**src/design/xorshift32_ranged_random_macros.svh**
```systemverilog
// ----------------------------------------------------------------------------
// Assertion macros for the ranged xorshift32 generator
// Concurrent checks that vanish when SYNTHESIS is defined.
// ----------------------------------------------------------------------------
`ifndef XORSHIFT32_RANGED_RANDOM_MACROS_SVH
`define XORSHIFT32_RANGED_RANDOM_MACROS_SVH

`ifndef SYNTHESIS
// Implication or expression that must hold at every clock edge out of reset
`define XRR_ASSERT(lbl, clk, rstn, prop) \
	lbl: assert property (@(posedge clk) disable iff (!rstn) prop) \
		else $error("xorshift32_ranged_random: assertion failed");
// Condition that must never be seen out of reset
`define XRR_NEVER(lbl, clk, rstn, expr) \
	lbl: assert property (@(posedge clk) disable iff (!rstn) !(expr)) \
		else $error("xorshift32_ranged_random: forbidden condition");
`else
`define XRR_ASSERT(lbl, clk, rstn, prop)
`define XRR_NEVER(lbl, clk, rstn, expr)
`endif

`endif

```
**src/design/xrr_pkg.sv**
```systemverilog
// ----------------------------------------------------------------------------
// Ranged xorshift32 generator package
// Widths, shift amounts, divider status type and the generator step.
// ----------------------------------------------------------------------------
package xrr_pkg;

	localparam int DATA_W  = 32;
	localparam int BOUND_W = DATA_W + 1;
	localparam int STEP_W  = $clog2(DATA_W);

	localparam int SHIFT_A = 13;
	localparam int SHIFT_B = 17;
	localparam int SHIFT_C = 5;

	// Remainder unit status seen by the control
	typedef struct packed {
		logic busy;
		logic done;
	} div_status_t;

	// One xorshift step: left, right, left
	function automatic logic [DATA_W-1:0] xrr_advance(input logic [DATA_W-1:0] s);
		logic [DATA_W-1:0] t;
		t = s ^ (s << SHIFT_A);
		t = t ^ (t >> SHIFT_B);
		t = t ^ (t << SHIFT_C);
		return t;
	endfunction

endpackage

```
**src/design/xorshift32_ranged_random.sv**
```systemverilog
// ----------------------------------------------------------------------------
// Ranged xorshift32 random source
// A non-empty request loads the cell row, takes one remainder step per dividend
// bit and then fills the output register; an empty one goes straight to output.
// A request is stalled until the previous result has entered the output register.
// Reset clears the generator to zero and empties the output register.
// ----------------------------------------------------------------------------
`include "xorshift32_ranged_random_macros.svh"

module xorshift32_ranged_random (
	input  logic                       clk,
	input  logic                       arst_n,
	input  logic                       cfg_valid,
	output logic                       cfg_ready,
	input  logic [xrr_pkg::DATA_W-1:0] seed,
	input  logic                       in_valid,
	output logic                       in_stall,
	input  logic signed [xrr_pkg::DATA_W-1:0] range_low,
	input  logic signed [xrr_pkg::DATA_W-1:0] range_high,
	output logic                       out_valid,
	input  logic                       out_stall,
	output logic signed [xrr_pkg::DATA_W-1:0] value
);
	import xrr_pkg::*;

	typedef enum logic [2:0] {
		S_IDLE = 3'b001,
		S_DIV  = 3'b010,
		S_OUT  = 3'b100
	} state_t;

	state_t              state_q;
	logic [DATA_W-1:0]   gen_q;
	logic [DATA_W-1:0]   gen_next;
	logic [DATA_W-1:0]   low_q;
	logic                empty_q;
	logic                out_valid_q;
	logic [DATA_W-1:0]   value_q;
	logic [BOUND_W-1:0]  diff;
	logic                empty;
	logic                in_acc;
	logic                cfg_acc;
	logic                out_free;
	logic                div_start;
	div_status_t         div_sts;
	logic [DATA_W-1:0]   rem;

	// Handshakes
	assign cfg_ready = 1'b1;
	assign cfg_acc   = cfg_valid & cfg_ready;
	assign in_stall  = (state_q != S_IDLE);
	assign in_acc    = in_valid & ~in_stall;
	assign out_free  = ~out_valid_q | ~out_stall;

	// Span minus one; empty when not positive
	assign diff  = {range_high[DATA_W-1], range_high} - {range_low[DATA_W-1], range_low};
	assign empty = diff[BOUND_W-1] | (diff == '0);

	assign gen_next  = xrr_advance(gen_q);
	assign div_start = in_acc & ~empty;

	xrr_divider u_div (
		.clk     (clk),
		.arst_n  (arst_n),
		.start   (div_start),
		.dividend(gen_next),
		.bound   (diff),
		.sts     (div_sts),
		.rem     (rem)
	);

	// Generator: reload on seed write, advance on a non-empty request
	always_ff @(posedge clk or negedge arst_n) begin
		if (!arst_n) begin
			gen_q <= '0;
		end else if (cfg_acc) begin
			gen_q <= seed;
		end else if (div_start) begin
			gen_q <= gen_next;
		end
	end

	// Hold the lower bound and the empty flag of the request
	always_ff @(posedge clk) begin
		if (in_acc) begin
			low_q   <= range_low;
			empty_q <= empty;
		end
	end

	// Control
	always_ff @(posedge clk or negedge arst_n) begin
		if (!arst_n) begin
			state_q <= S_IDLE;
		end else begin
			unique case (state_q)
				S_IDLE: begin
					if (in_acc) begin
						state_q <= empty ? S_OUT : S_DIV;
					end
				end
				S_DIV: begin
					if (div_sts.done) begin
						state_q <= S_OUT;
					end
				end
				S_OUT: begin
					if (out_free) begin
						state_q <= S_IDLE;
					end
				end
				default: state_q <= S_IDLE;
			endcase
		end
	end

	// Output register
	always_ff @(posedge clk or negedge arst_n) begin
		if (!arst_n) begin
			out_valid_q <= 1'b0;
		end else if ((state_q == S_OUT) && out_free) begin
			out_valid_q <= 1'b1;
		end else if (!out_stall) begin
			out_valid_q <= 1'b0;
		end
	end

	always_ff @(posedge clk) begin
		if ((state_q == S_OUT) && out_free) begin
			value_q <= low_q + (empty_q ? '0 : rem);
		end
	end

	assign out_valid = out_valid_q;
	assign value     = value_q;

	// Checks
	`XRR_ASSERT(a_empty_keeps_gen, clk, arst_n,
		(in_acc && empty && !cfg_acc) |=> (gen_q == $past(gen_q)))
	`XRR_ASSERT(a_done_in_div, clk, arst_n, div_sts.done |-> (state_q == S_DIV))
	`XRR_ASSERT(a_div_busy, clk, arst_n, (state_q == S_DIV) |-> div_sts.busy)
	`XRR_ASSERT(a_result_from_out, clk, arst_n,
		(out_valid_q && !$past(out_valid_q)) |-> ($past(state_q) == S_OUT))
	`XRR_NEVER(a_no_start_busy, clk, arst_n, div_start && div_sts.busy)

endmodule

```
**src/design/xrr_cell.sv**
```systemverilog
// ----------------------------------------------------------------------------
// Remainder cell
// Holds one bit of the partial remainder and of the bound, forms one bit of
// the trial subtraction and passes its remainder bit to the next cell.
// ----------------------------------------------------------------------------
module xrr_cell (
	input  logic clk,
	input  logic load,
	input  logic step,
	input  logic shift_in,
	input  logic bound_in,
	input  logic borrow_in,
	input  logic take,
	output logic r,
	output logic borrow_out
);

	logic r_q;
	logic d_q;
	logic dif;

	// Trial subtract one bit
	assign dif        = shift_in ^ d_q ^ borrow_in;
	assign borrow_out = (~shift_in & d_q) | (~(shift_in ^ d_q) & borrow_in);
	assign r          = r_q;

	// Clear on load, then keep either the difference or the shifted bit
	always_ff @(posedge clk) begin
		if (load) begin
			r_q <= 1'b0;
			d_q <= bound_in;
		end else if (step) begin
			r_q <= take ? dif : shift_in;
		end
	end

endmodule

```
**src/design/xrr_divider.sv**
```systemverilog
// ----------------------------------------------------------------------------
// Serial remainder unit
// Row of cells doing restoring division, one dividend bit per cycle. The bound
// held is span - 1, so the chain enters with a borrow and subtracts the span.
// ----------------------------------------------------------------------------
module xrr_divider (
	input  logic                        clk,
	input  logic                        arst_n,
	input  logic                        start,
	input  logic [xrr_pkg::DATA_W-1:0]  dividend,
	input  logic [xrr_pkg::BOUND_W-1:0] bound,
	output xrr_pkg::div_status_t        sts,
	output logic [xrr_pkg::DATA_W-1:0]  rem
);
	import xrr_pkg::*;

	logic                busy_q;
	logic [STEP_W-1:0]   cnt_q;
	logic [DATA_W-1:0]   dividend_q;
	logic [BOUND_W-1:0]  r;
	logic [BOUND_W:0]    borrow;
	logic [BOUND_W-1:0]  shift;
	logic                take;

	// Chain of cells: remainder bits move up one place per step
	assign borrow[0] = 1'b1;
	assign shift[0]  = dividend_q[DATA_W-1];
	assign take      = ~borrow[BOUND_W];

	genvar i;
	generate
		for (i = 0; i < BOUND_W; i++) begin : g_cell
			if (i > 0) begin : g_link
				assign shift[i] = r[i-1];
			end
			xrr_cell u_cell (
				.clk       (clk),
				.load      (start),
				.step      (busy_q),
				.shift_in  (shift[i]),
				.bound_in  (bound[i]),
				.borrow_in (borrow[i]),
				.take      (take),
				.r         (r[i]),
				.borrow_out(borrow[i+1])
			);
		end
	endgenerate

	// Step counter
	always_ff @(posedge clk or negedge arst_n) begin
		if (!arst_n) begin
			busy_q <= 1'b0;
			cnt_q  <= '0;
		end else if (start) begin
			busy_q <= 1'b1;
			cnt_q  <= STEP_W'(DATA_W - 1);
		end else if (busy_q) begin
			if (cnt_q == '0) begin
				busy_q <= 1'b0;
			end else begin
				cnt_q <= cnt_q - 1'b1;
			end
		end
	end

	// Dividend bits leave from the top
	always_ff @(posedge clk) begin
		if (start) begin
			dividend_q <= dividend;
		end else if (busy_q) begin
			dividend_q <= {dividend_q[DATA_W-2:0], 1'b0};
		end
	end

	assign sts.busy = busy_q;
	assign sts.done = busy_q & (cnt_q == '0);
	assign rem      = r[DATA_W-1:0];

endmodule

```
**config.mk**
```make
export PLATFORM = sky130hd
export DESIGN_NAME = xorshift32_ranged_random
export DESIGN_NICKNAME = d
export VERILOG_FILES = /design/src/design/xrr_pkg.sv /design/src/design/xorshift32_ranged_random.sv /design/src/design/xrr_cell.sv /design/src/design/xrr_divider.sv
export VERILOG_INCLUDE_DIRS = /design/src /design/src/design
export SDC_FILE = /design/constraint.sdc
export NUM_CORES = 1
export LEC_CHECK = 0
export ABC_AREA = 1
export BUFFER_PORTS_ARGS = -buffer_cell sky130_fd_sc_hd__buf_2
export CAP_MARGIN = 0
export CORE_UTILIZATION = 40
export DETAILED_ROUTE_END_ITERATION = 6
export PLACE_DENSITY_LB_ADDON = 0.25
export SLEW_MARGIN = 30
export SYNTH_ARGS = -nofsm -noshare
export SYNTH_HDL_FRONTEND = slang
export SYNTH_HIERARCHICAL = 1
export SYNTH_SLANG_ARGS = --single-unit
```
**constraint.sdc**
```tcl
create_clock -name clk -period 25.9 [get_ports clk]
set_input_delay 1.295 -clock clk [delete_from_list [all_inputs] [get_ports clk]]
set_output_delay 1.295 -clock clk [all_outputs]
set_load 0.05 [all_outputs]
```
# Yosys cells after proc, flatten, opt, wreduce, memory -nomap -nowiden
# Cells that the tools add are included.
totals:
  input_bits: 101
  ff_bits: 204
  n_memories: 0
  ramBits: 0
  out_inout_bits: 35
  romBits: 0
  latchBits: 0
op_classes:
  n_div: 0
  n_mux: 50
  bitwise_logic: 240
  addsub: 3
  n_reduce_logical: 7
  order_cmp: 0
  multipliers: 0
  shifts: 0
  eq_ne: 9
ops:
  columns: ["cell", "count"]
  rows:
  - ["$mux 32", 5]
  - ["$not 1->1", 70]
  - ["$and 1x1->1", 68]
  - ["$xor 1x1->1", 64]
  - ["$xor 32x32->32", 2]
  - ["$mux 1", 37]
  - ["$or 1x1->1", 35]
  - ["$logic_not 33->1", 1]
  - ["$sub 32x32->33", 1]
  - ["$add 32x32->32", 1]
  - ["$xor 32x15->32", 1]
  - ["$mux 5", 3]
  - ["$mux 3", 4]
  - ["$pmux 3 s3", 1]
  - ["$ne 2x2->1 const B", 4]
  - ["$logic_not 5->1", 1]
  - ["$sub 5x1->5 const B", 1]
  - ["$reduce_bool 2->1", 2]
  - ["$eq 3x1->1 const B", 1]
  - ["$eq 3x2->1 const B", 1]
  - ["$eq 3x3->1 const B", 1]
  - ["$ne 3x1->1 const B", 1]
  - ["$reduce_and 3->1", 1]
  - ["$ne 2x1->1 const B", 1]
  - ["other kinds (2)", 2]

# Longest topological paths before layout
# Gate-level depths: netlist of run 1.
depth:
  depth_word: 68
  ltp_mapped: 40
  mapped_depth_nobuf: 40

# Modules after synthesis
# The synthesis of run 1 kept the hierarchy.
modules_own_cells:
  columns: ["module", "instances", "area_per_inst_um2", "cells_per_inst"]
  rows:
  - ["xorshift32_ranged_random", 1, 9142.5, 1369]
  - ["xrr_cell", 33, 108.9, 13]
  - ["xrr_divider", 1, 1960.6, 213]

# Worst setup path before layout of run 1
# Ideal clock, no wire load.
synth_timing:
  kind: "flip-flop to flip-flop"
  start: "register u_div.dividend_q[31]"
  end: "register u_div.g_cell[0].u_cell.r_q"
  setup_time_ps: 111
  path_stages_with_launch: 41
  arrival_time_ps: 15489
  setup_slack_ps: 10300
  t_required_ps: 25789
  cell_sequence: "edfxtp_1 -> inv_1 -> fa_1 -> fa_1 -> fa_1 -> fa_1 -> fa_1 -> fa_1 -> fa_1 -> fa_1 -> fa_1 -> fa_1 -> fa_1 -> fa_1 -> fa_1 -> fa_1 -> fa_1 -> fa_1 -> [5 not listed] -> fa_1 -> fa_1 -> fa_1 -> fa_1 -> fa_1 -> fa_1 -> fa_1 -> fa_1 -> fa_1 -> fa_1 -> fa_1 -> fa_1 -> inv_1 -> inv_1 -> nand2_1 -> nand3_1 -> nand2_1 -> inv_1"
synth_between:
  elab_chain_len: 68
synth_rtl:
  columns: ["element", "line_no", "text"]
  rows:
  - ["from (decl)", "xrr_divider.sv:19", "logic [DATA_W-1:0] dividend_q;"]
  - ["from (signal assigned)", "xrr_divider.sv:70", "dividend_q <= dividend;"]
  - ["from (signal assigned)", "xrr_divider.sv:72", "dividend_q <= {dividend_q[DATA_W-2:0], 1'b0};"]
  - ["$not 1->1 / $xor 1x1->1 (equally long branches)", "xrr_cell.sv:24", "assign borrow_out = (~shift_in & d_q) | (~(shift_in ^ d_q) & borrow_in);"]
  - ["$and 1x1->1 / $not 1->1 (equally long branches)", "xrr_cell.sv:24", null]
  - ["$or 1x1->1 (*)", "xrr_cell.sv:24", null]
  - ["via u_div.borrow[1]", "xrr_divider.sv:21", "logic [BOUND_W:0] borrow;"]
  - ["$and 1x1->1 (*)", "xrr_cell.sv:24", null]
  - ["$or 1x1->1 (*)", "xrr_cell.sv:24", null]
  - ["via u_div.borrow[2]", "xrr_divider.sv:21", null]
  - ["$and 1x1->1 (*)", "xrr_cell.sv:24", null]
  - ["[1 not listed]", null, null]
  - ["via u_div.borrow[3]", "xrr_divider.sv:21", null]
  - ["[2 not listed]", null, null]
  - ["via u_div.borrow[4]", "xrr_divider.sv:21", null]
  - ["[2 not listed]", null, null]
  - ["via u_div.borrow[5]", "xrr_divider.sv:21", null]
  - ["[2 not listed]", null, null]
  - ["via u_div.borrow[6]", "xrr_divider.sv:21", null]
  - ["[2 not listed]", null, null]
  - ["via u_div.borrow[7]", "xrr_divider.sv:21", null]
  - ["[2 not listed]", null, null]
  - ["via u_div.borrow[8]", "xrr_divider.sv:21", null]
  - ["[2 not listed]", null, null]
  - ["via u_div.borrow[9]", "xrr_divider.sv:21", null]
  - ["[2 not listed]", null, null]
  - ["via u_div.borrow[10]", "xrr_divider.sv:21", null]
  - ["[2 not listed]", null, null]
  - ["via u_div.borrow[11]", "xrr_divider.sv:21", null]
  - ["[2 not listed]", null, null]
  - ["via u_div.borrow[12]", "xrr_divider.sv:21", null]
  - ["[2 not listed]", null, null]
  - ["via u_div.borrow[13]", "xrr_divider.sv:21", null]
  - ["[2 not listed]", null, null]
  - ["via u_div.borrow[14]", "xrr_divider.sv:21", null]
  - ["[2 not listed]", null, null]
  - ["via u_div.borrow[15]", "xrr_divider.sv:21", null]
  - ["[2 not listed]", null, null]
  - ["via u_div.borrow[16]", "xrr_divider.sv:21", null]
  - ["[2 not listed]", null, null]
  - ["via u_div.borrow[17]", "xrr_divider.sv:21", null]
  - ["[2 not listed]", null, null]
  - ["via u_div.borrow[18]", "xrr_divider.sv:21", null]
  - ["[2 not listed]", null, null]
  - ["via u_div.borrow[19]", "xrr_divider.sv:21", null]
  - ["[2 not listed]", null, null]
  - ["via u_div.borrow[20]", "xrr_divider.sv:21", null]
  - ["[2 not listed]", null, null]
  - ["via u_div.borrow[21]", "xrr_divider.sv:21", null]
  - ["[2 not listed]", null, null]
  - ["via u_div.borrow[22]", "xrr_divider.sv:21", null]
  - ["[2 not listed]", null, null]
  - ["via u_div.borrow[23]", "xrr_divider.sv:21", null]
  - ["[2 not listed]", null, null]
  - ["via u_div.borrow[24]", "xrr_divider.sv:21", null]
  - ["[2 not listed]", null, null]
  - ["via u_div.borrow[25]", "xrr_divider.sv:21", null]
  - ["[2 not listed]", null, null]
  - ["via u_div.borrow[26]", "xrr_divider.sv:21", null]
  - ["[2 not listed]", null, null]
  - ["via u_div.borrow[27]", "xrr_divider.sv:21", null]
  - ["[2 not listed]", null, null]
  - ["via u_div.borrow[28]", "xrr_divider.sv:21", null]
  - ["[2 not listed]", null, null]
  - ["via u_div.borrow[29]", "xrr_divider.sv:21", null]
  - ["[2 not listed]", null, null]
  - ["via u_div.borrow[30]", "xrr_divider.sv:21", null]
  - ["[2 not listed]", null, null]
  - ["via u_div.borrow[31]", "xrr_divider.sv:21", null]
  - ["$and 1x1->1 (*)", "xrr_cell.sv:24", null]
  - ["$or 1x1->1 (*)", "xrr_cell.sv:24", null]
  - ["via u_div.borrow[32]", "xrr_divider.sv:21", null]
  - ["$and 1x1->1 (*)", "xrr_cell.sv:24", null]
  - ["$or 1x1->1 (*)", "xrr_cell.sv:24", null]
  - ["via u_div.borrow[33]", "xrr_divider.sv:21", null]
  - ["$mux 1 (*)", "xrr_cell.sv:33", "r_q <= take ? dif : shift_in;"]
  - ["to (signal assigned)", "xrr_cell.sv:33", null]
  - ["to (decl)", "xrr_cell.sv:18", "logic r_q;"]
# Mark *: on every way through the listed nets, which the timed path passes. The rest lies on a longest branch.
# A chain may end at the register's enable or synchronous reset.

# Worst setup path after layout of run 1
layout_timing:
  start: "register u_div.dividend_q[31]"
  end: "register u_div.g_cell[20].u_cell.r_q"
layout_between:
  elab_chain_len: 68
layout_rtl:
  columns: ["element", "line_no"]
  rows:
  - ["$not 1->1 / $xor 1x1->1 (equally long branches)", "xrr_cell.sv:24"]
  - ["$and 1x1->1 / $not 1->1 (equally long branches)", "xrr_cell.sv:24"]
  - ["$or 1x1->1 (*)", "xrr_cell.sv:24"]
  - ["via u_div.borrow[1]", "xrr_divider.sv:21"]
  - ["$and 1x1->1 (*)", "xrr_cell.sv:24"]
  - ["$or 1x1->1 (*)", "xrr_cell.sv:24"]
  - ["via u_div.borrow[2]", "xrr_divider.sv:21"]
  - ["$and 1x1->1 (*)", "xrr_cell.sv:24"]
  - ["[1 not listed]", null]
  - ["via u_div.borrow[3]", "xrr_divider.sv:21"]
  - ["[2 not listed]", null]
  - ["via u_div.borrow[4]", "xrr_divider.sv:21"]
  - ["[2 not listed]", null]
  - ["via u_div.borrow[5]", "xrr_divider.sv:21"]
  - ["[2 not listed]", null]
  - ["via u_div.borrow[6]", "xrr_divider.sv:21"]
  - ["[2 not listed]", null]
  - ["via u_div.borrow[7]", "xrr_divider.sv:21"]
  - ["[2 not listed]", null]
  - ["via u_div.borrow[8]", "xrr_divider.sv:21"]
  - ["[2 not listed]", null]
  - ["via u_div.borrow[9]", "xrr_divider.sv:21"]
  - ["[2 not listed]", null]
  - ["via u_div.borrow[10]", "xrr_divider.sv:21"]
  - ["[2 not listed]", null]
  - ["via u_div.borrow[11]", "xrr_divider.sv:21"]
  - ["[2 not listed]", null]
  - ["via u_div.borrow[12]", "xrr_divider.sv:21"]
  - ["[2 not listed]", null]
  - ["via u_div.borrow[13]", "xrr_divider.sv:21"]
  - ["[2 not listed]", null]
  - ["via u_div.borrow[14]", "xrr_divider.sv:21"]
  - ["[2 not listed]", null]
  - ["via u_div.borrow[15]", "xrr_divider.sv:21"]
  - ["[2 not listed]", null]
  - ["via u_div.borrow[16]", "xrr_divider.sv:21"]
  - ["[2 not listed]", null]
  - ["via u_div.borrow[17]", "xrr_divider.sv:21"]
  - ["[2 not listed]", null]
  - ["via u_div.borrow[18]", "xrr_divider.sv:21"]
  - ["[2 not listed]", null]
  - ["via u_div.borrow[19]", "xrr_divider.sv:21"]
  - ["[2 not listed]", null]
  - ["via u_div.borrow[20]", "xrr_divider.sv:21"]
  - ["[2 not listed]", null]
  - ["via u_div.borrow[21]", "xrr_divider.sv:21"]
  - ["[2 not listed]", null]
  - ["via u_div.borrow[22]", "xrr_divider.sv:21"]
  - ["[2 not listed]", null]
  - ["via u_div.borrow[23]", "xrr_divider.sv:21"]
  - ["[2 not listed]", null]
  - ["via u_div.borrow[24]", "xrr_divider.sv:21"]
  - ["[2 not listed]", null]
  - ["via u_div.borrow[25]", "xrr_divider.sv:21"]
  - ["[2 not listed]", null]
  - ["via u_div.borrow[26]", "xrr_divider.sv:21"]
  - ["[2 not listed]", null]
  - ["via u_div.borrow[27]", "xrr_divider.sv:21"]
  - ["[2 not listed]", null]
  - ["via u_div.borrow[28]", "xrr_divider.sv:21"]
  - ["[2 not listed]", null]
  - ["via u_div.borrow[29]", "xrr_divider.sv:21"]
  - ["[2 not listed]", null]
  - ["via u_div.borrow[30]", "xrr_divider.sv:21"]
  - ["[2 not listed]", null]
  - ["via u_div.borrow[31]", "xrr_divider.sv:21"]
  - ["$and 1x1->1 (*)", "xrr_cell.sv:24"]
  - ["$or 1x1->1 (*)", "xrr_cell.sv:24"]
  - ["via u_div.borrow[32]", "xrr_divider.sv:21"]
  - ["$and 1x1->1 (*)", "xrr_cell.sv:24"]
  - ["$or 1x1->1 (*)", "xrr_cell.sv:24"]
  - ["via u_div.borrow[33]", "xrr_divider.sv:21"]
  - ["$mux 1 (*)", "xrr_cell.sv:33"]
  - ["to (signal assigned)", "xrr_cell.sv:33"]
  - ["to (decl)", "xrr_cell.sv:18"]
# Marks and branches as above.

==> results_dict.tcl, run 1 <==
set metrics [dict create \
    run_status "finished with violations" \
    violations "design-rule violations" \
    drcViolationCount 21 \
    antenna_left 0 \
    grt_antenna_before_repair 0 \
    count_of_boundary_i_o_pins 136 \
    netlist_instances 2000 \
    timing.critical_path.from_type "flip-flop" \
    clock_sinks 204 \
    vdd_ir_drop_max_uv 54.5 \
    timing.final.crit_share_pct 60.7 \
    finish.net_count 2309 \
    vias_in_the_first_global_route 11900 \
    detailedPlacementHpwl_mm 28.7 \
    maximum_root_to_sink_buffer_count 3 \
    finalClockSkew_ns 0.0132 \
    layout-drive-gt1-share_pct 9.58 \
    rsz0062_at_grt "no" \
    cp_max_fo 64 \
    vias_per_cell 4.74 \
    areaGrowthSynthToFinish_pct 12.1 \
    filler_cell_count 3683 \
    minimum_clock_period_ns 15.73 \
    route.detailed.wl_per_inst_um 14.2 \
    worst_setup_path_end_kind "flip-flop" \
    worst_path_most_repeated_cell "fa_1" \
    resized_gates_after_cts 0 \
    width_of_the_die_um 193 \
    n_antenna_cell 0 \
    multi_input_area_sq_um 7160 \
    worstMarginPinSlew_ns 0.845 \
    setup-violations-final 0 \
    drv_slew 0 \
    die_area_sq_um 37400 \
    worstPathRequired_ns 26.34 \
    grt_first_pass_wirelength_mm 60.2 \
    cts.root.buffer_cell "clkbuf_16" \
    routed_wl_mm 36.7 \
    core_region_area_sq_um 35700 \
    post-cts-setup-buffers 0 \
    slowest_delay_ns 0.49 \
    final_hold_viol_count 0 \
    tritonroute_pass_1_iters 7 \
    synthesis.area_per_instance_sq_um 7.32 \
    track_usage_pct 19.9 \
    total_number_of_h_tree_levels 1 \
    tritoncts.num_buffers 26 \
    finalSetupTns_ns 0 \
    initial_utilization_pct 40.9 \
    crit_path_top_delay_cell "buf_4" \
    sequential_cell_area_sq_um 5600 \
    min-delay-path-class "reg2reg" \
    first_iter_violations 692 \
    worstSetupPathType "reg2reg" \
    synthesis.area_sq_um 14600 \
    port_buffers 134 \
    power_mw 1.91 \
    post_cts_hold_buffer_count 0 \
    synth_warnings 6 \
    cellPowerDensity_nw_per_um2 116 \
    grt_start_max_net_pins 66 \
    clk_transition_reported_paths_ns 0.06 \
    route.vias.total 12300 \
    max_cap_viol_count 0 \
    synth_fp_nets 2200 \
    power.static_leakage_nw 8.80 \
    clock_latency_ns 0.55 \
    gr-total-overflow 0 \
    globalplace.congestion 0.938 \
    relSlewSlack_pct 43.7 \
    std_cell_rows 69 \
    critical_path_arrival_ns 16.17 \
    tritoncts "yes" \
    fmaxAchievable_mhz 63.6 \
    dieHeight_um 193 \
]
-- through the flow --
stage | worst slack, ns | hold WS [ns] | cells | util [%] | cell area (sq um)
after global placement | 10.15 | 0.470 | 2542 | 43.5 | 15500
final | 10.17 | 0.493 | 2590 | 45.9 | 16400
after detailed placement | 10.05 | 0.485 | 2542 | 43.5 | 15600
after CTS | 10.02 | 0.500 | 2590 | 45.9 | 16400
after floorplan | 10.33 | 0.453 | 2000 | - | 14600
after global routing | 9.55 | 0.541 | 2590 | 45.9 | 16400
-- path summary, 6_finish.rpt --
| check | startpoint | to | slack [ns] | cells past startpoint |
|---|---|---|---|---|
| worst max-delay path | u_div/dividend_q[31]$_DFFE_PP_ | u_div/g_cell[20].u_cell/r$_SDFFE_PP0P_ | 10.17 | 41 |
| worst min-delay path | u_div/cnt_q[0]$_DFFE_PN0P_ | u_div/cnt_q[0]$_DFFE_PN0P_ | 0.49 | 2 |
| worst max register to register | u_div/dividend_q[31]$_DFFE_PP_ | u_div/g_cell[20].u_cell/r$_SDFFE_PP0P_ | 10.17 | 41 |
| worst min register to register | u_div/cnt_q[0]$_DFFE_PN0P_ | u_div/cnt_q[0]$_DFFE_PN0P_ | 0.49 | 2 |
| max in group asynchronous | arst_n | u_div/busy_q$_DFF_PN0_ | 24.72 | 1 |
| min in group asynchronous | arst_n | gen_q[29]$_DFFE_PN0P_ | 0.76 | 1 |
-- metal layers --
layer,up-vias,global-route usage (%),part of all wire (%)
li1,6312,-,-
met1,5612,25.8,45
met2,279,34.8,48
met3,66,2.23,4.4
met4,0,6.19,3.0
met5,-,0,0
-- sequential cells by signal, summed over array words and instances (netlist names) --
register / count
out_valid: 1
u_div/dividend_q: 32
u_div/cnt_q: 5
state_q: 3
gen_q: 32
u_div/g_cell.u_cell/d_q: 33
u_div/g_cell.u_cell/r: 32
empty_q: 1
u_div/busy_q: 1
low_q: 32
value: 32
-- report_power, final --
| part | leakage, nW | switching [mW] | internal, mW | total [mW] |
|---|---|---|---|---|
| clock | 0.421 | 0.142 | 0.217 | 0.359 |
| sequential | 2.04 | 0.0711 | 0.499 | 0.570 |
| combinational | 6.34 | 0.647 | 0.333 | 0.980 |
| total | 8.80 | 0.860 | 1.05 | 1.91 |
-- area by class of cell --
| type | count | share of cell area [%] |
|---|---|---|
| sequential | 204 | 34.1 |
| inverter | 395 | 9.08 |
| clock inverter | 11 | 0.725 |
| timing repair buffer | 141 | 4.42 |
| multi-input combinational | 1341 | 43.7 |
| clock buffer | 37 | 4.47 |
| tap | 461 | 3.52 |
-- worst max-delay path: cells and delay by family (launching register included) --
kind / cells / cell delay, ns
adders and majority gates: 33 / 14.25
buffers and inverters: 5 / 0.74
DFF: 1 / 0.34
and+or+nand+nor: 3 / 0.26
-- layout by cell type, fill, tap and decap left out, types with 40 or more instances in the layout --
cell type	instances
a21oi_1	51
inv_1	389
dfrtp_1	40
nand3_1	117
edfxtp_1	130
nor2_1	190
xor2_1	63
ha_1	64
buf_2	133
nand2_1	686
(Power assumes the default switching activity.)
==> run 2: changes to the inputs <==
clock period = 15.4 ns   (was 25.9 ns; I/O delays follow)
==> run 2 against run 1 <==
Against the previous run: the run still ends with design-rule violations left; die area did not move; wire length rose by 1.6%; cell count rose by 0.50%; power rose by 72%; core utilization rose by 0.54 points; first-iteration DRC count rose by 22%; design area rose by 1.2%; non-clock buffer count rose by 13; critical endpoint is now u_div/g_cell[13].u_cell/r$_SDFFE_PP0P_.
==> results_dict.tcl, run 2 (same netlist as run 1, synthesis figures left out) <==
set metrics [dict create \
    violations "design-rule violations" \
    clk_transition_reported_paths_ns 0.06 \
    mostFrequentLayoutCell "nand2_1" \
    gr-total-overflow 0 \
    power_mw 3.28 \
    width_of_the_die_um 193 \
    reg2reg_depth 42 \
    worst_path_most_repeated_cell "fa_1" \
    crit_path_top_delay_cell "fa_1" \
    largest_reg_flops 33 \
    track_usage_pct 20.3 \
    cellPowerDensity_nw_per_um2 198 \
    finalClockSkew_ns 0.0324 \
    post_layout_worst_setup_margin_ns 0.597 \
    worst_setup_path_end_kind "flip-flop" \
    tritoncts.num_buffers 26 \
    port_buffers 134 \
    grt_first_pass_wirelength_mm 61.2 \
    placed_cell_area_sq_um 15700 \
    ff2ff_setup_slack_ns 0.60 \
    source_of_the_worst_register_to_register_timing_path "u_div/dividend_q[31]$_DFFE_PP_" \
    power_frac_seq_pct 29.3 \
    dp_worst_setup_slack_ns -0.214 \
    p_int_mw 1.82 \
    count_of_boundary_i_o_pins 136 \
    min-delay-path-class "in2async" \
    pwr-share-comb_pct 51.5 \
    finish.net_count 2322 \
    crit_reg_reg_endpoint "u_div/g_cell[13].u_cell/r$_SDFFE_PP0P_" \
    route.detailed.wl_per_inst_um 14.3 \
    initial_utilization_pct 40.9 \
    final_design_area_no_fill_sq_um 16600 \
    finalSetupTns_ns 0 \
    most-common-layout-cells "nand2_1, inv_1, nor2_1" \
    cts.root.buffer_cell "clkbuf_16" \
    post_cts_hold_buffer_count 0 \
    route.vias.total 12300 \
    antenna_left 0 \
    std_cell_rows 69 \
    timing.final.crit_share_pct 96.1 \
    tritoncts "yes" \
    regMostFlops "u_div/g_cell.u_cell/d_q" \
    detailedPlacementHpwl_mm 29.3 \
    run_status "finished with violations" \
    fmaxAchievable_mhz 67.6 \
    dieHeight_um 193 \
    max_cap_viol_count 0 \
    first_iter_violations 843 \
    p_sw_mw 1.46 \
    path_delay_family "adder cells" \
    slowest_delay_ns 0.45 \
    worstPathRequired_ns 15.83 \
    layout-drive-gt1-share_pct 10.7 \
    areaGrowthSynthToFinish_pct 13.4 \
    n_antenna_cell 0 \
    tritonroute_pass_1_iters 7 \
    worstSetupPathType "reg2reg" \
    vias_per_cell 4.74 \
    critical_path_arrival_ns 15.23 \
    minimum_clock_period_ns 14.80 \
    total_number_of_h_tree_levels 1 \
    crit_start "u_div/dividend_q[31]$_DFFE_PP_" \
    maximum_root_to_sink_buffer_count 3 \
    worstSetupPathDepth 42 \
    cp_max_fo 15 \
    globalplace.congestion 0.935 \
    vias_in_the_first_global_route 12100 \
    power.share.clock_pct 19.2 \
    grt_antenna_before_repair 0 \
    vdd_ir_drop_max_uv 105 \
    drcViolationCount 7 \
    relSlewSlack_pct 37.3 \
    routed_wl_mm 37.3 \
    rsz0062_at_grt "no" \
    worst_hold_slack_ns 0.210 \
    clock_sinks 204 \
    grt_start_max_net_pins 66 \
    worstSetupEndpoint "u_div/g_cell[13].u_cell/r$_SDFFE_PP0P_" \
    power.static_leakage_nw 8.88 \
    timing.critical_path.buf_inv 6 \
    clock_latency_ns 0.56 \
    final_hold_viol_count 0 \
    drv_slew 0 \
    timing.critical_path.from_type "flip-flop" \
    core_region_area_sq_um 35700 \
    sw_frac_of_total_pct 44.6 \
    die_area_sq_um 37400 \
    setup-violations-final 0 \
    worstMarginPinSlew_ns 0.929 \
]
[run 2: cell types whose count changed in the layout (fill, tap and decap cells not counted)]
| cell | change |
|---|---|
| clkinvlp_4 | +1 |
| fa_1 | -11 |
| inv_1 | -1 |
| buf_12 | +1 |
| buf_16 | +1 |
| clkbuf_16 | -1 |
| buf_4 | +11 |
| clkinv_1 | -1 |
| bufinv_16 | +2 |
| fa_2 | +11 |
[run 2: worst min-delay path by stage]
stage / startpoint / to / cells after the start
final: arst_n / gen_q[15]$_DFFE_PN0P_ / 1
after global routing: arst_n / gen_q[15]$_DFFE_PN0P_ / 1
after CTS: arst_n / gen_q[23]$_DFFE_PN0P_ / 1
after detailed placement: u_div/cnt_q[0]$_DFFE_PN0P_ / u_div/cnt_q[0]$_DFFE_PN0P_ / 2
after global placement: u_div/cnt_q[0]$_DFFE_PN0P_ / u_div/cnt_q[0]$_DFFE_PN0P_ / 2
after floorplan: u_div/cnt_q[0]$_DFFE_PN0P_ / u_div/cnt_q[0]$_DFFE_PN0P_ / 2
[run 2: power groups by stage]
| stage | clock (mW) | sequential [mW] | combinational, mW |
|---|---|---|---|
| 3_3_place_gp | 0 | 0.967 | 1.66 |
| 3_5_place_dp | 0 | 0.971 | 1.69 |
| 6_report | 0.632 | 0.962 | 1.69 |
| 5_1_grt | 0.668 | 0.985 | 1.94 |
| 2_1_floorplan | 0 | 0.999 | 1.26 |
| 4_1_cts | 0.649 | 0.962 | 1.69 |
[run 2: per-layer routing]
metal | share of wire, % | global-route usage, % | up-vias
met1 | 45 | 26.0 | 5638
met3 | 3.7 | 2.34 | 77
li1 | - | - | 6345
met5 | 0 | 0 | -
met2 | 47 | 35.0 | 281
met4 | 3.8 | 7.79 | 0
[run 2: area by class of cell]
class,instances,area (sq um)
Multi-Input combinational cell,1341,7190
Timing Repair Buffer,154,856
Sequential cell,204,5600
Clock inverter,12,175
Inverter,395,1490
Tap cell,461,577
Clock buffer,36,708
Fill cell,3659,19100
[run 2: metrics by stage]
| step | util (%) | instances |
|---|---|---|
| after floorplan | - | 2000 |
| after global placement | 43.8 | 2554 |
| after detailed placement | 43.9 | 2555 |
| after CTS | 46.4 | 2603 |
| after global routing | 46.4 | 2603 |
| final | 46.4 | 2603 |
[run 2: what timing repair did]
action,CTS,global route
gates resized for setup,4,7
endpoints found under the setup margin,32,32
pin swaps,1,0
setup buffers,0,0
==> run 3: changes to the inputs <==
ABC_AREA = 0   (was 1)
clock period = 15.61 ns   (was 15.4 ns; I/O delays follow)
==> run 3 against run 2 <==
Against the previous run: the run now ends clean; wire length shrank 8.7%; sequential share of layout area grew 2.3 points; via count shrank 17%; critical path depth shrank 4; critical endpoint is now u_div/g_cell[14].u_cell/r$_SDFFE_PP0P_; largest cell class unchanged.
==> results_dict.tcl, run 3 <==
set metrics [dict create \
    most-common-layout-cells "buf_2, edfxtp_1, inv_1" \
    dieHeight_um 188 \
    setup-violations-final 0 \
    vias_per_cell 5.36 \
    critical_path_arrival_ns 15.44 \
    p_int_mw 1.72 \
    cellPowerDensity_nw_per_um2 181 \
    track_usage_pct 19.2 \
    run_status "finished clean" \
    power.static_leakage_nw 6.65 \
    path_delay_family "adder cells" \
    post-route-util_pct 46.1 \
    min-delay-path-class "in2async" \
    antenna_left 0 \
    drcViolationCount 0 \
    worstSetupPathType "reg2reg" \
    finalSetupTns_ns 0 \
    power.share.clock_pct 19.2 \
    regMostFlops "u_div/g_cell.u_cell/d_q" \
    filler_cell_count 3287 \
    netlist_instances 1342 \
    clock_sinks 204 \
    multi_input_area_sq_um 7340 \
    slowest_delay_ns 0.45 \
    count_of_boundary_i_o_pins 136 \
    max_cap_viol_count 0 \
    final_hold_viol_count 0 \
    layout-drive-gt1-share_pct 19.0 \
    tritonroute_pass_1_iters 5 \
    worst_path_most_repeated_cell "fa_1" \
    worstMarginPinSlew_ns 0.942 \
    power_mw 2.82 \
    power_frac_seq_pct 32.9 \
    detailedPlacementHpwl_mm 24.5 \
    core_region_area_sq_um 33700 \
    sw_frac_of_total_pct 39.1 \
    route.detailed.wl_per_inst_um 17.8 \
    total_number_of_h_tree_levels 1 \
    grt_antenna_before_repair 0 \
    finalClockSkew_ns 0.0329 \
    dp_worst_setup_slack_ns -0.0410 \
    largest_reg_flops 33 \
    worst_hold_slack_ns 0.254 \
    grt_first_pass_wirelength_mm 54.2 \
    globalplace.congestion 0.904 \
    clk_transition_reported_paths_ns 0.06 \
    post_layout_worst_setup_margin_ns 0.527 \
    pwr-share-comb_pct 48.0 \
    fmaxAchievable_mhz 66.3 \
    route.layer.met1.wl_mm 15.7 \
    std_cell_rows 67 \
    width_of_the_die_um 188 \
    sequential_cell_area_sq_um 5600 \
    post_cts_hold_buffer_count 0 \
    drv_slew 0 \
    initial_utilization_pct 40.9 \
    uppermost_signal_routing_layer_after_detailed_routing "met4" \
    maximum_root_to_sink_buffer_count 3 \
    routed_wl_mm 34.0 \
    timing.critical_path.buf_inv 3 \
    port_buffers 134 \
    die_area_sq_um 35200 \
    cts.root.buffer_cell "clkbuf_16" \
    tritoncts "yes" \
    vdd_ir_drop_max_uv 92.9 \
    minimum_clock_period_ns 15.08 \
    relSlewSlack_pct 37.2 \
    first_iter_violations 804 \
    gr-total-overflow 0 \
    post-cts-setup-buffers 0 \
    ff2ff_setup_slack_ns 0.53 \
    worstPathRequired_ns 15.97 \
    synthesis.area_sq_um 13800 \
    clock_latency_ns 0.54 \
    tritoncts.num_buffers 25 \
    wl_met2_mm 16.2 \
    areaGrowthSynthToFinish_pct 12.8 \
    detailroute.wirelength.met3_mm 1.30 \
    n_antenna_cell 0 \
    p_sw_mw 1.10 \
    finish.net_count 1646 \
    timing.final.crit_share_pct 96.6 \
    crit_path_top_delay_cell "fa_1" \
    cp_max_fo 23 \
    timing.critical_path.from_type "flip-flop" \
    synth_fp_nets 1542 \
    route.vias.total 10300 \
    vias_in_the_first_global_route 10200 \
    mostFrequentLayoutCell "buf_2" \
    grt_start_max_net_pins 79 \
    worst_setup_path_end_kind "flip-flop" \
    synth_warnings 6 \
    synthesis.area_per_instance_sq_um 10.3 \
]
==> run 3: cell types whose count changed in the layout (fill, tap and decap cells not counted), moves of 47 or more <==
cell     before  now
inv_1       388  128
nand2_1     686   52
nand3_1     117   17
nor2_1      190   91
xnor2_1      31   79
nor2b_1       0   47
==> run 3: routing by layer <==
| layer | vias to the layer above | global-route usage, % |
|---|---|---|
| met1 | 4948 | 25.7 |
| met2 | 238 | 32.1 |
| li1 | 5012 | - |
| met5 | - | 0 |
| met3 | 56 | 2.49 |
| met4 | 0 | 5.97 |
==> run 3: path summary, 6_finish.rpt <==
| check | from | end | cells after the start |
|---|---|---|---|
| setup / recovery | u_div/dividend_q[31]$_DFFE_PP_ | u_div/g_cell[14].u_cell/r$_SDFFE_PP0P_ | 38 |
| hold / removal | arst_n | gen_q[11]$_DFFE_PN0P_ | 1 |
| setup reg to reg | u_div/dividend_q[31]$_DFFE_PP_ | u_div/g_cell[14].u_cell/r$_SDFFE_PP0P_ | 38 |
| hold reg to reg | u_div/cnt_q[4]$_DFFE_PN0P_ | u_div/cnt_q[4]$_DFFE_PN0P_ | 1 |
| max in group asynchronous | arst_n | u_div/busy_q$_DFF_PN0_ | 1 |
| min in group clk | range_low[31] | low_q[31]$_DFFE_PP_ | 1 |
==> run 3: worst register-to-register path, delay by kind of cell, from the launching register on <==
| family | cells | cell delay [ns] |
|---|---|---|
| fa+ha+maj | 33 | 13.83 |
| buf+inv | 3 | 0.51 |
| flops | 1 | 0.34 |
| simple gates | 1 | 0.17 |
| compound gates | 1 | 0.08 |
==> run 3: power by group through the flow <==
stage | clock network (mW) | registers (mW) | logic [mW]
2_1_floorplan | 0 | 0.920 | 1.04
3_3_place_gp | 0 | 0.932 | 1.28
3_5_place_dp | 0 | 0.933 | 1.31
4_1_cts | 0.553 | 0.925 | 1.33
5_1_grt | 0.575 | 0.947 | 1.51
6_report | 0.539 | 0.926 | 1.35
==> run 3: what timing repair did <==
action	CTS	global route
resized for setup	3	14
gates cloned	1	0
setup endpoints to repair	22	32
hold endpoints to repair	0	0
==> run 3: cell type report <==
cell class / instances / share of cell area, %
clock buffer: 38 / 4.47
inverter: 129 / 3.12
sequential: 204 / 36.0
timing repair buffer: 145 / 5.20
tap: 448 / 3.61
multi-input combinational: 941 / 47.3
clock inverter: 8 / 0.298
==> run 3: metrics by stage <==
step,instance area [sq um],cells
detailed placement,14700,1866
floorplan,13800,1342
global route,15500,1913
CTS,15500,1913
global placement,14700,1866
finish,15500,1913
